## config.mk

```make
export PLATFORM = sky130hd
export DESIGN_NAME = ssw_queue
export DESIGN_NICKNAME = d
export VERILOG_FILES = /design/src/rtl/ssw_queue.sv
export SDC_FILE = /design/constraint.sdc
export NUM_CORES = 1
export LEC_CHECK = 0
export ABC_AREA = 0
export BUFFER_PORTS_ARGS = -buffer_cell sky130_fd_sc_hd__buf_2
export CORE_MARGIN = 2
export CORE_UTILIZATION = 45
export CTS_CLUSTER_SIZE = 16
export DETAILED_ROUTE_END_ITERATION = 10
export SYNTH_ARGS = -nofsm -noshare
export SYNTH_HDL_FRONTEND = slang
export SYNTH_SLANG_ARGS = --single-unit
```

## constraint.sdc

```tcl
create_clock -name aclk -period 7.5 [get_ports aclk]
set_input_delay 1.5 -clock aclk [delete_from_list [all_inputs] [get_ports aclk]]
set_output_delay 1.5 -clock aclk [all_outputs]
set_load 0.01 [all_outputs]
```

## src/rtl/ssw_queue.sv

```systemverilog
// Short first-in first-out command queue in flip-flops.
// Decouples the front end from the back end; does not depend on ssw_pkg.
`timescale 1ns / 1ps
`default_nettype none

module ssw_queue #(
    parameter int WIDTH = 91,
    parameter int DEPTH = 4
) (
    input  wire logic             aclk,
    input  wire logic             aresetn,
    input  wire logic             push,
    input  wire logic [WIDTH-1:0] push_data,
    output      logic             full,
    input  wire logic             pop,
    output      logic [WIDTH-1:0] pop_data,
    output      logic             empty
);

    localparam int PTR_W = (DEPTH > 1) ? $clog2(DEPTH) : 1;
    localparam int CNT_W = $clog2(DEPTH + 1);

    logic [WIDTH-1:0] entry_reg [DEPTH];
    logic [PTR_W-1:0] wr_ptr_reg, wr_ptr_next;
    logic [PTR_W-1:0] rd_ptr_reg, rd_ptr_next;
    logic [CNT_W-1:0] count_reg, count_next;

    function automatic logic [PTR_W-1:0] ptr_inc(input logic [PTR_W-1:0] p);
        return (p == PTR_W'(DEPTH - 1)) ? '0 : p + PTR_W'(1);
    endfunction

    assign full     = (count_reg == CNT_W'(DEPTH));
    assign empty    = (count_reg == '0);
    assign pop_data = entry_reg[rd_ptr_reg];

    always_comb begin
        wr_ptr_next = push ? ptr_inc(wr_ptr_reg) : wr_ptr_reg;
        rd_ptr_next = pop  ? ptr_inc(rd_ptr_reg) : rd_ptr_reg;
        count_next  = count_reg;
        if (push && !pop) begin
            count_next = count_reg + CNT_W'(1);
        end else if (pop && !push) begin
            count_next = count_reg - CNT_W'(1);
        end
    end

    always_ff @(posedge aclk) begin
        if (!aresetn) begin
            wr_ptr_reg <= '0;
            rd_ptr_reg <= '0;
            count_reg  <= '0;
        end else begin
            wr_ptr_reg <= wr_ptr_next;
            rd_ptr_reg <= rd_ptr_next;
            count_reg  <= count_next;
        end
    end

    always_ff @(posedge aclk) begin
        if (push) begin
            entry_reg[wr_ptr_reg] <= push_data;
        end
    end

    // A push into a full queue would overwrite a pending command.
    assert property (@(posedge aclk) disable iff (!aresetn)
        (full && !pop) |-> !push)
        else $error("ssw_queue: push into full queue");

endmodule

`default_nettype wire

```

==> results.txt <==
Worst Setup Slack, final: 3.06 ns
Skew final: 0.00980 ns
Synth warn: 0
Max transition margin: 41.1%
Layout cells sized above 1: 44.8%
Reg2reg start: wr_ptr_reg[0]$_SDFFE_PN0P_
First-pass DRT Iterations: 4
M1 WL: 10300 microns
Latest clock arrival within the worst-skew pair: 0.50 ns
Area growth from synthesis to layout: 17.6%
RD Place Congestion: 0.735
Clk sinks: 373
Clock period minus worst slack: 4.44 ns
Crit end category: output port
Fin nets: 836
Total negative setup slack: 0 ns
Die width: 178 microns
First-pass GRT wire length: 37400 microns
Largest net degree at the start of global routing: 51
Post-Syn Nets: 621
Fin cells: 1155
Setup CP Type: flop to output port
Synthesized area: 13700 sq um
Pre-CTS setup slack: 3.46 ns
Critical path fanouts, max: 43
DR WL met2: 12100 microns
Most frequent cells in the layout: edfxtp_1, buf_2, mux4_2
Worst-Margin Slew: 0.884 ns
Post-layout util: 54.0%
Hold depth: 2
Max layer used: met5
Vias/cell: 5.26
Pwr dens: 280 nW/um^2
PortBufs: 187
# Max-Cap Violations: 0
Postcts setup bufs: 0
Root buffer cell: clkbuf_16
Total gr overflow: 0
Leakage power: 5.38 nW
Register area share after synthesis: 81.2%
H-tree levels: 2
Vias in the first global route: 6669
DR vias: 6078
Worst reg2reg path depth: 3
Finished layout cell area: 16100 sq um
Status: finished clean
Slew Limit Fails: 0
Post-placement cell area: 14900 sq um
Min-delay src: rd_ptr_reg[1]$_SDFFE_PN0P_
Drt initial violations: 389
Routed Antenna Nets: 0
Synth top area share: 79.9%
CTS Buffer Depth: 3
Cell variety after synth: 22
Global-route usage over all layers: 15.8%
DR WL/cell: 21.5 microns
R2R Setup Slk: 5.14 ns
PostCTS Resize Cnt: 0
Reg-to-Reg End: entry_reg[3][56]$_DFFE_PP_
Endpoints failing setup: 0
Pwr Total: 4.50 mW
Final Hold Slack: 0.545 ns
Syn avg cell area: 26.4 sq um
Initial Utilization: 45.9%
Synth area leader: edfxtp_1
Worst VDD drop: 0.000230 V
Crit share post-route: 59.2%
Critical Path RT: 6.00 ns
Core ar.: 29800 sq um
Max reg flops: 364
Hold Crit Class: flop to flop
Die Ht: 178 microns
Wirelength, routed: 24900 microns
TritonCTS clock tree: built
Post-synthesis cell count: 519
Data arrival time of the worst path: 2.94 ns
Commonest non-fill, non-tap cell in the layout: edfxtp_1
Dominant cells by area after synthesis: edfxtp_1, mux4_2, buf_12
Clock slew at reported path FFs: 0.06 ns
Met3 Wirelength: 2050 microns
Flops & latches, synth: 373
Residual DRC: 0
DPL Wire Length: 14800 microns
Max Freq: 225 MHz
Final Hold Viols: 0
Num CTS Buffers: 39
Initial antenna violation count: 6
# rows: 63
IO Count: 188
Die area: 31800 sq um
RSZ-0062 raised after global routing: no
Inst Count DP: 1083
CP startpoint kind: flop
Hold_buf cts: 0
where the power goes:
group | internal (mW) | switching, mW | total (mW)
clock network | 0.997 | 0.714 | 1.71
registers | 2.39 | 0.0394 | 2.43
logic | 0.168 | 0.193 | 0.362
layer usage:
| layer | GRT usage (%) | vias up |
|---|---|---|
| met3 | 4.73 | 46 |
| met1 | 21.0 | 3159 |
| li1 | - | 2675 |
| met5 | 0 | - |
| met2 | 25.6 | 192 |
| met4 | 4.27 | 6 |
cells by family (layout without fill, tap and decap cells):
group           count (synthesis)  after routing  share of synthesized area [%]
mux                            95             95                           15.3
fa+ha+maj                       7              7                          0.695
compound gates                  3              3                          0.146
xor+xnor                        2              2                          0.128
flops                         373            373                           81.2
other cells                     0              3                              0
buf+inv                        24            267                           1.87
simple gates                   15             15                          0.659
worst max-delay path, cell delays in order (launching register included):
cell and delay, ns:
dfxtp_4 0.92, buf_4 0.68, mux4_2 0.60, buf_2 0.17
cell type report:
class                           count  area (sq um)
Clock buffer                       52          1070
Multi-Input combinational cell    122          2320
Inverter                            4          15.0
Tap cell                          390           488
Fill cell                        2295         13700
Antenna cell                        3          7.51
Timing Repair Buffer              194           988
Clock inverter                     17          82.6
Sequential cell                   373         11100
cell usage after synthesis:
master	instances
dfxtp_1	9
mux2i_1	4
nor2_1	1
xnor2_1	1
or3_1	1
buf_2	9
nor2b_1	5
nor3b_1	1
mux4_2	91
inv_1	4
ha_1	6
a21boi_0	1
and2_1	5
xor2_1	1
buf_12	9
fa_1	1
o21ai_0	1
buf_6	1
nor3_1	2
o21a_1	1
edfxtp_1	364
clkbuf_1	1
worst max-delay path by stage:
stage	from	end	slack (ns)	cells past startpoint
after floorplan	push	entry_reg[0][0]$_DFFE_PP_	3.43	1
after global placement	flop	pop_data[13]	3.46	3
after detailed placement	flop	pop_data[90]	3.46	3
after CTS	flop	pop_data[34]	2.90	3
after global routing	flop	pop_data[34]	2.76	3
final	flop	pop_data[34]	3.06	3
Power figures use the tool's default switching activity.
