**config.mk**
```make
export PLATFORM = sky130hd
export DESIGN_NAME = ssw_front
export DESIGN_NICKNAME = d
export VERILOG_FILES = /design/src/rtl/ssw_pkg.sv /design/src/rtl/ssw_front.sv
export SDC_FILE = /design/constraint.sdc
export NUM_CORES = 1
export LEC_CHECK = 0
export BUFFER_PORTS_ARGS = -buffer_cell sky130_fd_sc_hd__buf_2
export CORE_UTILIZATION = 45
export DETAILED_ROUTE_END_ITERATION = 12
export GPL_TIMING_DRIVEN = 0
export PLACE_DENSITY = 0.84
export SLEW_MARGIN = 20
export SYNTH_ARGS = -nofsm -noshare
export SYNTH_HDL_FRONTEND = slang
export SYNTH_SLANG_ARGS = --single-unit
```
**constraint.sdc**
```tcl
create_clock -name aclk -period 7.9 [get_ports aclk]
set_input_delay 0.395 -clock aclk [delete_from_list [all_inputs] [get_ports aclk]]
set_output_delay 0.395 -clock aclk [all_outputs]
set_load 0.01 [all_outputs]
```
**src/rtl/ssw_pkg.sv**
```systemverilog
// Shared types and constants of the separable spectral weighting unit.
// Depends on nothing; the files that use it refer to it by scoped names.
`timescale 1ns / 1ps
`default_nettype none

package ssw_pkg;

    // Fixed field widths
    localparam int SAMPLE_W    = 32;
    localparam int WEIGHT_W    = 24;
    localparam int WIDX_W      = 8;
    localparam int SIDE_CFG_W  = 7;
    localparam int LARGE_CFG_W = 9;
    localparam int CFG_DATA_W  = 32;
    localparam int CFG_ADDR_W  = 3;

    // Datapath widths: 32x24 product, sum of two, plus rounding headroom
    localparam int PROD_W = SAMPLE_W + WEIGHT_W;
    localparam int SUM_W  = PROD_W + 1;
    localparam int RND_W  = SUM_W + 1;

    localparam logic [SAMPLE_W-1:0] SAMPLE_MAX = 32'h7FFF_FFFF;
    localparam logic [SAMPLE_W-1:0] SAMPLE_MIN = 32'h8000_0000;

    // Register reset values
    localparam logic [SIDE_CFG_W-1:0]  SIDE_RESET  = 7'd16;
    localparam logic [LARGE_CFG_W-1:0] LARGE_RESET = 9'd64;

    // Command queue between front and back end
    localparam int QUEUE_DEPTH = 4;

    // Queue entry: two data words, three kernel slots, last, load_ok, op
    localparam int ENTRY_FIXED_W = 2 * SAMPLE_W + 3;

    // Three complex products per sample: fast, slow, middle
    localparam int          NUM_PASSES = 3;
    localparam logic [1:0]  LAST_PASS  = 2'd2;

    typedef enum logic [0:0] {
        REG_SIDE  = 1'b0,
        REG_LARGE = 1'b1
    } cfg_reg_t;

    typedef enum logic [0:0] {
        OP_LOAD   = 1'b0,
        OP_WEIGHT = 1'b1
    } op_t;

    typedef enum logic [2:0] {
        BK_IDLE,
        BK_READ,
        BK_MUL,
        BK_ADD,
        BK_RND,
        BK_DONE
    } back_state_t;

    typedef struct packed {
        logic [SAMPLE_W-1:0] value;
        logic                clip;
    } round_t;

endpackage

`default_nettype wire

```
**src/rtl/ssw_front.sv**
```systemverilog
// Front end: accepts requests, tracks the volume position and resolves the
// three kernel slots of each sample. Depends on ssw_pkg.
`timescale 1ns / 1ps
`default_nettype none

module ssw_front #(
    parameter int MAX_SIDE   = 64,
    parameter int MAX_KERNEL = 256
) (
    input  wire logic                                aclk,
    input  wire logic                                aresetn,
    input  wire logic                                restart,
    input  wire logic [ssw_pkg::SIDE_CFG_W-1:0]      side_length,
    input  wire logic [ssw_pkg::LARGE_CFG_W-1:0]     large_length,
    input  wire logic                                s_valid,
    output      logic                                s_ready,
    input  wire logic                                s_operation,
    input  wire logic [ssw_pkg::WIDX_W-1:0]          s_weight_index,
    input  wire logic signed [ssw_pkg::WEIGHT_W-1:0] s_weight_re,
    input  wire logic signed [ssw_pkg::WEIGHT_W-1:0] s_weight_im,
    input  wire logic signed [ssw_pkg::SAMPLE_W-1:0] s_sample_re,
    input  wire logic signed [ssw_pkg::SAMPLE_W-1:0] s_sample_im,
    input  wire logic                                q_full,
    output      logic                                q_push,
    output      logic [ssw_pkg::ENTRY_FIXED_W + 3*$clog2(MAX_KERNEL)-1:0] q_data
);

    localparam int AW = $clog2(MAX_KERNEL);
    localparam int PW = $clog2(MAX_SIDE);
    localparam int KW = $clog2(MAX_KERNEL + 1);
    localparam int SW = $clog2(MAX_SIDE + 1);
    localparam int CW0 = (KW > SW) ? KW : SW;
    localparam int CW = (CW0 > ssw_pkg::LARGE_CFG_W) ? CW0 : ssw_pkg::LARGE_CFG_W;

    localparam int OFF_IM   = 0;
    localparam int OFF_RE   = ssw_pkg::SAMPLE_W;
    localparam int OFF_S0   = 2 * ssw_pkg::SAMPLE_W;
    localparam int OFF_S1   = OFF_S0 + AW;
    localparam int OFF_S2   = OFF_S1 + AW;
    localparam int OFF_LAST = OFF_S2 + AW;
    localparam int OFF_OK   = OFF_LAST + 1;
    localparam int OFF_OP   = OFF_OK + 1;

    logic [PW-1:0] pos_fast_reg, pos_fast_next;
    logic [PW-1:0] pos_mid_reg, pos_mid_next;
    logic [PW-1:0] pos_slow_reg, pos_slow_next;

    logic [CW-1:0] side_eff, large_eff, half_side;
    logic [PW-1:0] pf, pm, ps;
    logic          wrap;
    logic          last;
    logic          accept;

    function automatic logic [AW-1:0] slot_of(input logic [PW-1:0] p,
                                              input logic [CW-1:0] side,
                                              input logic [CW-1:0] klen,
                                              input logic [CW-1:0] half);
        logic [CW-1:0] idx;
        idx = (CW'(p) < half) ? CW'(p) : klen - side + CW'(p);
        if (idx >= CW'(MAX_KERNEL)) begin
            idx = '0;
        end
        return idx[AW-1:0];
    endfunction

    assign s_ready = !q_full;
    assign accept  = s_valid && s_ready;
    assign q_push  = accept;

    // Clamp the cube edge and kernel length into their legal ranges.
    always_comb begin
        side_eff = CW'(side_length);
        if (side_eff < CW'(2)) begin
            side_eff = CW'(2);
        end else if (side_eff > CW'(MAX_SIDE)) begin
            side_eff = CW'(MAX_SIDE);
        end
        side_eff[0] = 1'b0;
        half_side   = side_eff >> 1;

        large_eff = CW'(large_length);
        if (large_eff > CW'(MAX_KERNEL)) begin
            large_eff = CW'(MAX_KERNEL);
        end
        if (large_eff < side_eff) begin
            large_eff = side_eff;
        end
    end

    // Restart from the origin when the stored position lies outside the cube.
    always_comb begin
        wrap = (CW'(pos_fast_reg) >= side_eff) || (CW'(pos_mid_reg) >= side_eff) ||
               (CW'(pos_slow_reg) >= side_eff);
        pf = wrap ? '0 : pos_fast_reg;
        pm = wrap ? '0 : pos_mid_reg;
        ps = wrap ? '0 : pos_slow_reg;
        last = (CW'(pf) == side_eff - CW'(1)) && (CW'(pm) == side_eff - CW'(1)) &&
               (CW'(ps) == side_eff - CW'(1));
    end

    always_comb begin
        pos_fast_next = pos_fast_reg;
        pos_mid_next  = pos_mid_reg;
        pos_slow_next = pos_slow_reg;
        q_data        = '0;
        if (ssw_pkg::op_t'(s_operation) == ssw_pkg::OP_LOAD) begin
            pos_fast_next = '0;
            pos_mid_next  = '0;
            pos_slow_next = '0;
            q_data[OFF_OP]                      = ssw_pkg::OP_LOAD;
            q_data[OFF_OK]                      = 32'(s_weight_index) < 32'(MAX_KERNEL);
            q_data[OFF_S0 +: AW]                = AW'(s_weight_index);
            q_data[OFF_RE +: ssw_pkg::SAMPLE_W] = ssw_pkg::SAMPLE_W'(s_weight_re);
            q_data[OFF_IM +: ssw_pkg::SAMPLE_W] = ssw_pkg::SAMPLE_W'(s_weight_im);
        end else begin
            if (CW'(pf) + CW'(1) < side_eff) begin
                pos_fast_next = pf + PW'(1);
                pos_mid_next  = pm;
                pos_slow_next = ps;
            end else begin
                pos_fast_next = '0;
                if (CW'(pm) + CW'(1) < side_eff) begin
                    pos_mid_next  = pm + PW'(1);
                    pos_slow_next = ps;
                end else begin
                    pos_mid_next  = '0;
                    pos_slow_next = (CW'(ps) + CW'(1) < side_eff) ? ps + PW'(1) : '0;
                end
            end
            q_data[OFF_OP]                      = ssw_pkg::OP_WEIGHT;
            q_data[OFF_OK]                      = 1'b0;
            q_data[OFF_LAST]                    = last;
            q_data[OFF_S0 +: AW]                = slot_of(pf, side_eff, large_eff, half_side);
            q_data[OFF_S1 +: AW]                = slot_of(ps, side_eff, large_eff, half_side);
            q_data[OFF_S2 +: AW]                = slot_of(pm, side_eff, large_eff, half_side);
            q_data[OFF_RE +: ssw_pkg::SAMPLE_W] = s_sample_re;
            q_data[OFF_IM +: ssw_pkg::SAMPLE_W] = s_sample_im;
        end
    end

    always_ff @(posedge aclk) begin
        if (!aresetn || restart) begin
            pos_fast_reg <= '0;
            pos_mid_reg  <= '0;
            pos_slow_reg <= '0;
        end else if (accept) begin
            pos_fast_reg <= pos_fast_next;
            pos_mid_reg  <= pos_mid_next;
            pos_slow_reg <= pos_slow_next;
        end
    end

endmodule

`default_nettype wire

```
==> metrics.md <==
| Metric | Value |
|---|---|
| Width of the die | around 110 microns |
| Clock Tree Root | clkbuf_8 |
| Setup TNS | 0 ps |
| Total grt overflow | 0 |
| Peak VDD IR | ~65 uV |
| Ports | roughly 240 |
| FF/Latch Area | about 360 sq um |
| Drt first-iter violations | ~460 |
| Worst Path Required | approximately 7500 ps |
| FP Rows | 38 |
| Synth Warn # | 0 |
| Clk sinks | 18 |
| Antenna-violating nets left | 0 |
| Critical Path Max Stage Delay | 760 ps |
| Resize count post-CTS | 0 |
| Cell chain of the critical path | clkbuf_1 > clkinv_1 > nand2_1 > ha_1 > o21a_1 > o31ai_4 > mux2_2 > ha_1 > fa_1 > nor2b_1 > o21ai_0 > a21oi_1 > ha_1 > nand2_1 > o21ai_0 > nand4b_1 > xor2_1 > nor3_1 > a221o_1 > buf_2 |
| Core area | approximately 11000 sq um |
| Gr usage total | 0.313 |
| TritonRoute pass-1 iters | 6 |
| RD Place Congestion | 0.932 |
| CP max FO | 15 |
| Post-synthesis net count | about 890 |
| TritonCTS Buffers | 3 |
| Post-Route WL | 18600 microns |
| Core Util, Final | 0.590 |
| Multiplexer share of the synthesized area | 0.143 |
| Crit-path leading delay family | simple AND/OR/NAND/NOR gates |
| Synth Area in Compound Gates | 0.223 |
| Seq/Total Area, Yosys | 0.0720 |
| Hold Vio Cnt, Final | 0 |
| DRC viols | 0 |
| R2R Setup Slk | roughly 2300 ps |
| Port bufs | ~230 |
| Footprint of the multi-input gates | approximately 4400 sq um |
| Finish-stage setup viols | 0 |
| Worst setup EP type | primary output |
| EDFF count, synth | 0 |
| Fin crit period | 7560 ps |
| Fillers | around 1100 |
| CTS tree | done |
| Power density over the cells | 81.3 nW/um^2 |
| Slew margin rel. | 0.379 |
| Cell accounting for the most synthesized area | ha_1 |
| Crit Path Category | in -> out |
| Skew-Pair Late Insertion Delay | roughly 260 ps |
| Worst Hold Class | in -> reg |
| Clock Pin Slew Worst Setup and Hold Paths | roughly 70 ps |
| HPWL Detailed | about 15000 microns |
| H-tree depth | 1 |
| Most frequent CP cell | ha_1 |
| Synth top area cells | ha_1 (19%), mux2_2 (12%), dfxtp_1 (7.2%) |
| Post-CTS Setup Bufs | 0 |
| Post-synth top flop | dfxtp_1 |
| Vias in the first global route | ~5600 |
| Worst Clk Skew | ~4.5 ps |
| Largest family of logic cells by synthesized area | simple AND/OR/NAND/NOR gates |
| Worst EP arrival | approximately 7200 ps |
| Vias post-DR | between 6000 and 7000 |
| Leak | around 3.2 nW |
| Fin. max-slew vios | 0 |
| Vias per cell | 5.89 |
| # diodes | 0 |
| Synthesized flop and latch total | 18 |
| Type of origin of the critical path | primary input |
| First-pass GRT wire length | 28000 microns |
| Async set-or-reset flop fraction in the synthesized netlist | 0 |
| Area growth from synthesis to layout | 27.8% |
| Initial antenna violation count | 0 |
| Worst-margin pin slew | between 900 and 1000 ps |
| Worst path bufs/invs | 3 |
| Cts hold-fix bufs | 0 |
| Routed len/inst | between 15 and 20 microns |
| Synth Area in Adders | 0.211 |
| CP max-delay cell | nand2_1 |
| Synth Area in XOR/XNOR | 0.0507 |
| Max cap viols | 0 |
| Syn Area/Cell | between 7 and 8 sq um |
| Die area | roughly 12000 sq um |
| Status | complete, no violations |
| Yosys top cell area share | 0.195 |
| Post-Synth Simple-Gate Area | 0.252 |
| Clock tree buffer depth | 2 |
| Max Freq | between 100 and 150 MHz |
| Mapped cell area | between 5000 and 6000 sq um |
| Synth cell types | 72 |
| Share of layout cells above drive strength 1 | 0.341 |
| Final Cycle Share | 0.957 |
| Initial Utilization | 0.462 |
| RSZ-0062 raised after global routing | no |
| Fin nets | approximately 1100 |
| Die Ht | approximately 110 microns |
| Post-Syn Instances | 662 |
| Pin count of the biggest net entering global routing | 16 |
==> layout by cell type (no fill, tap or decap), drive strengths merged, types with 8 or more instances in the layout <==
master | netlist | routed
buf | 10 | 242
ha | 78 | 78
nand2 | 72 | 72
nor2 | 60 | 60
mux2 | 53 | 53
inv | 31 | 31
a21oi | 31 | 31
o21ai | 30 | 30
xnor2 | 21 | 21
clkbuf | 17 | 21
nand2b | 19 | 19
dfxtp | 18 | 18
nor2b | 17 | 17
nand3 | 16 | 16
nor3 | 15 | 15
and2 | 14 | 14
mux2i | 12 | 12
nor4 | 12 | 12
a21o | 11 | 11
o21a | 9 | 9
xor2 | 8 | 8
o31ai | 8 | 8
==> area by class of cell <==
type / instances / share of cell area
repair buffers: 232 / 0.181
plain buffers: 27 / 0.0180
well taps: 140 / 0.0274
multi-input cells: 584 / 0.689
inverters: 33 / 0.0194
clock buffers: 4 / 0.00860
flip-flops and latches: 18 / 0.0563
==> final timing paths <==
check,from,to,cells after the start
worst min register to register,pos_slow_reg[1]$_SDFFE_PP0P_,pos_slow_reg[1]$_SDFFE_PP0P_,1
worst min-delay path,restart,pos_mid_reg[0]$_SDFFE_PP0P_,4
worst max-delay path,side_length[6],q_data[69],20
worst max register to register,pos_mid_reg[1]$_SDFFE_PP0P_,pos_mid_reg[2]$_SDFFE_PP0P_,21
==> logic make-up (layout without fill, tap and decap cells) <==
family	after synthesis	after routing
AND/OR/NAND/NOR	253	253
AO/OA/AOI/OAI	155	155
adder cells (fa/ha/maj)	82	82
multiplexers	65	65
buffers and inverters	60	296
XOR/XNOR	29	29
flip-flops	18	18
==> cells in the mapped netlist (all sizes together), types with 6 or more instances <==
library cell   n
buf           10
ha            78
a221o          6
nor2b         17
inv           31
xnor2         21
nand3         16
o21a           9
mux2i         12
nand2b        19
a21oi         31
nor3          15
nor4          12
a22oi          6
o31a           6
clkbuf        17
and2          14
mux2          53
a31oi          6
nor2          60
xor2           8
dfxtp         18
nand2         72
a21o          11
o31ai          8
o21ai         30
==> tightest hold or removal path: stages <==
cell     delay, ps
buf_2           80
nor2b_1         50
o21ai_0         70
a21oi_1         50
==> per-stage QoR <==
step | power (mW) | setup WS (ps) | hold WS [ps] | cells | area, sq um
after floorplan | 0.317 | 2100 | 473 | 662 | 5010
after global placement | 0.429 | 456 | 497 | 1034 | 6340
after detailed placement | 0.437 | 399 | 497 | 1034 | 6340
after CTS | 0.514 | 395 | 444 | 1038 | 6400
after global routing | 0.555 | 2.87 | 477 | 1038 | 6400
final | 0.520 | 338 | 445 | 1038 | 6400
==> metal layers <==
| layer | share of wire | global-route usage | vias to the layer above | wire length (microns) |
|---|---|---|---|---|
| met5 | 0 | 0 | - | 0 |
| met4 | 0.045 | 0.128 | 0 | 837 |
| li1 | - | - | 2920 | - |
| met2 | 0.49 | 0.562 | 367 | 9090 |
| met1 | 0.38 | 0.374 | 2760 | 7060 |
| met3 | 0.087 | 0.0393 | 70 | 1620 |
==> where the power goes <==
part / internal, mW / total (mW) / switching [mW] / leakage, nW
logic: 0.154 / 0.351 / 0.197 / 3.01
registers: 0.0908 / 0.0911 / 0.000300 / 0.145
clock network: 0.0443 / 0.0785 / 0.0342 / 0.0288
total: 0.289 / 0.520 / 0.232 / 3.18
Power figures use the tool's default switching activity.
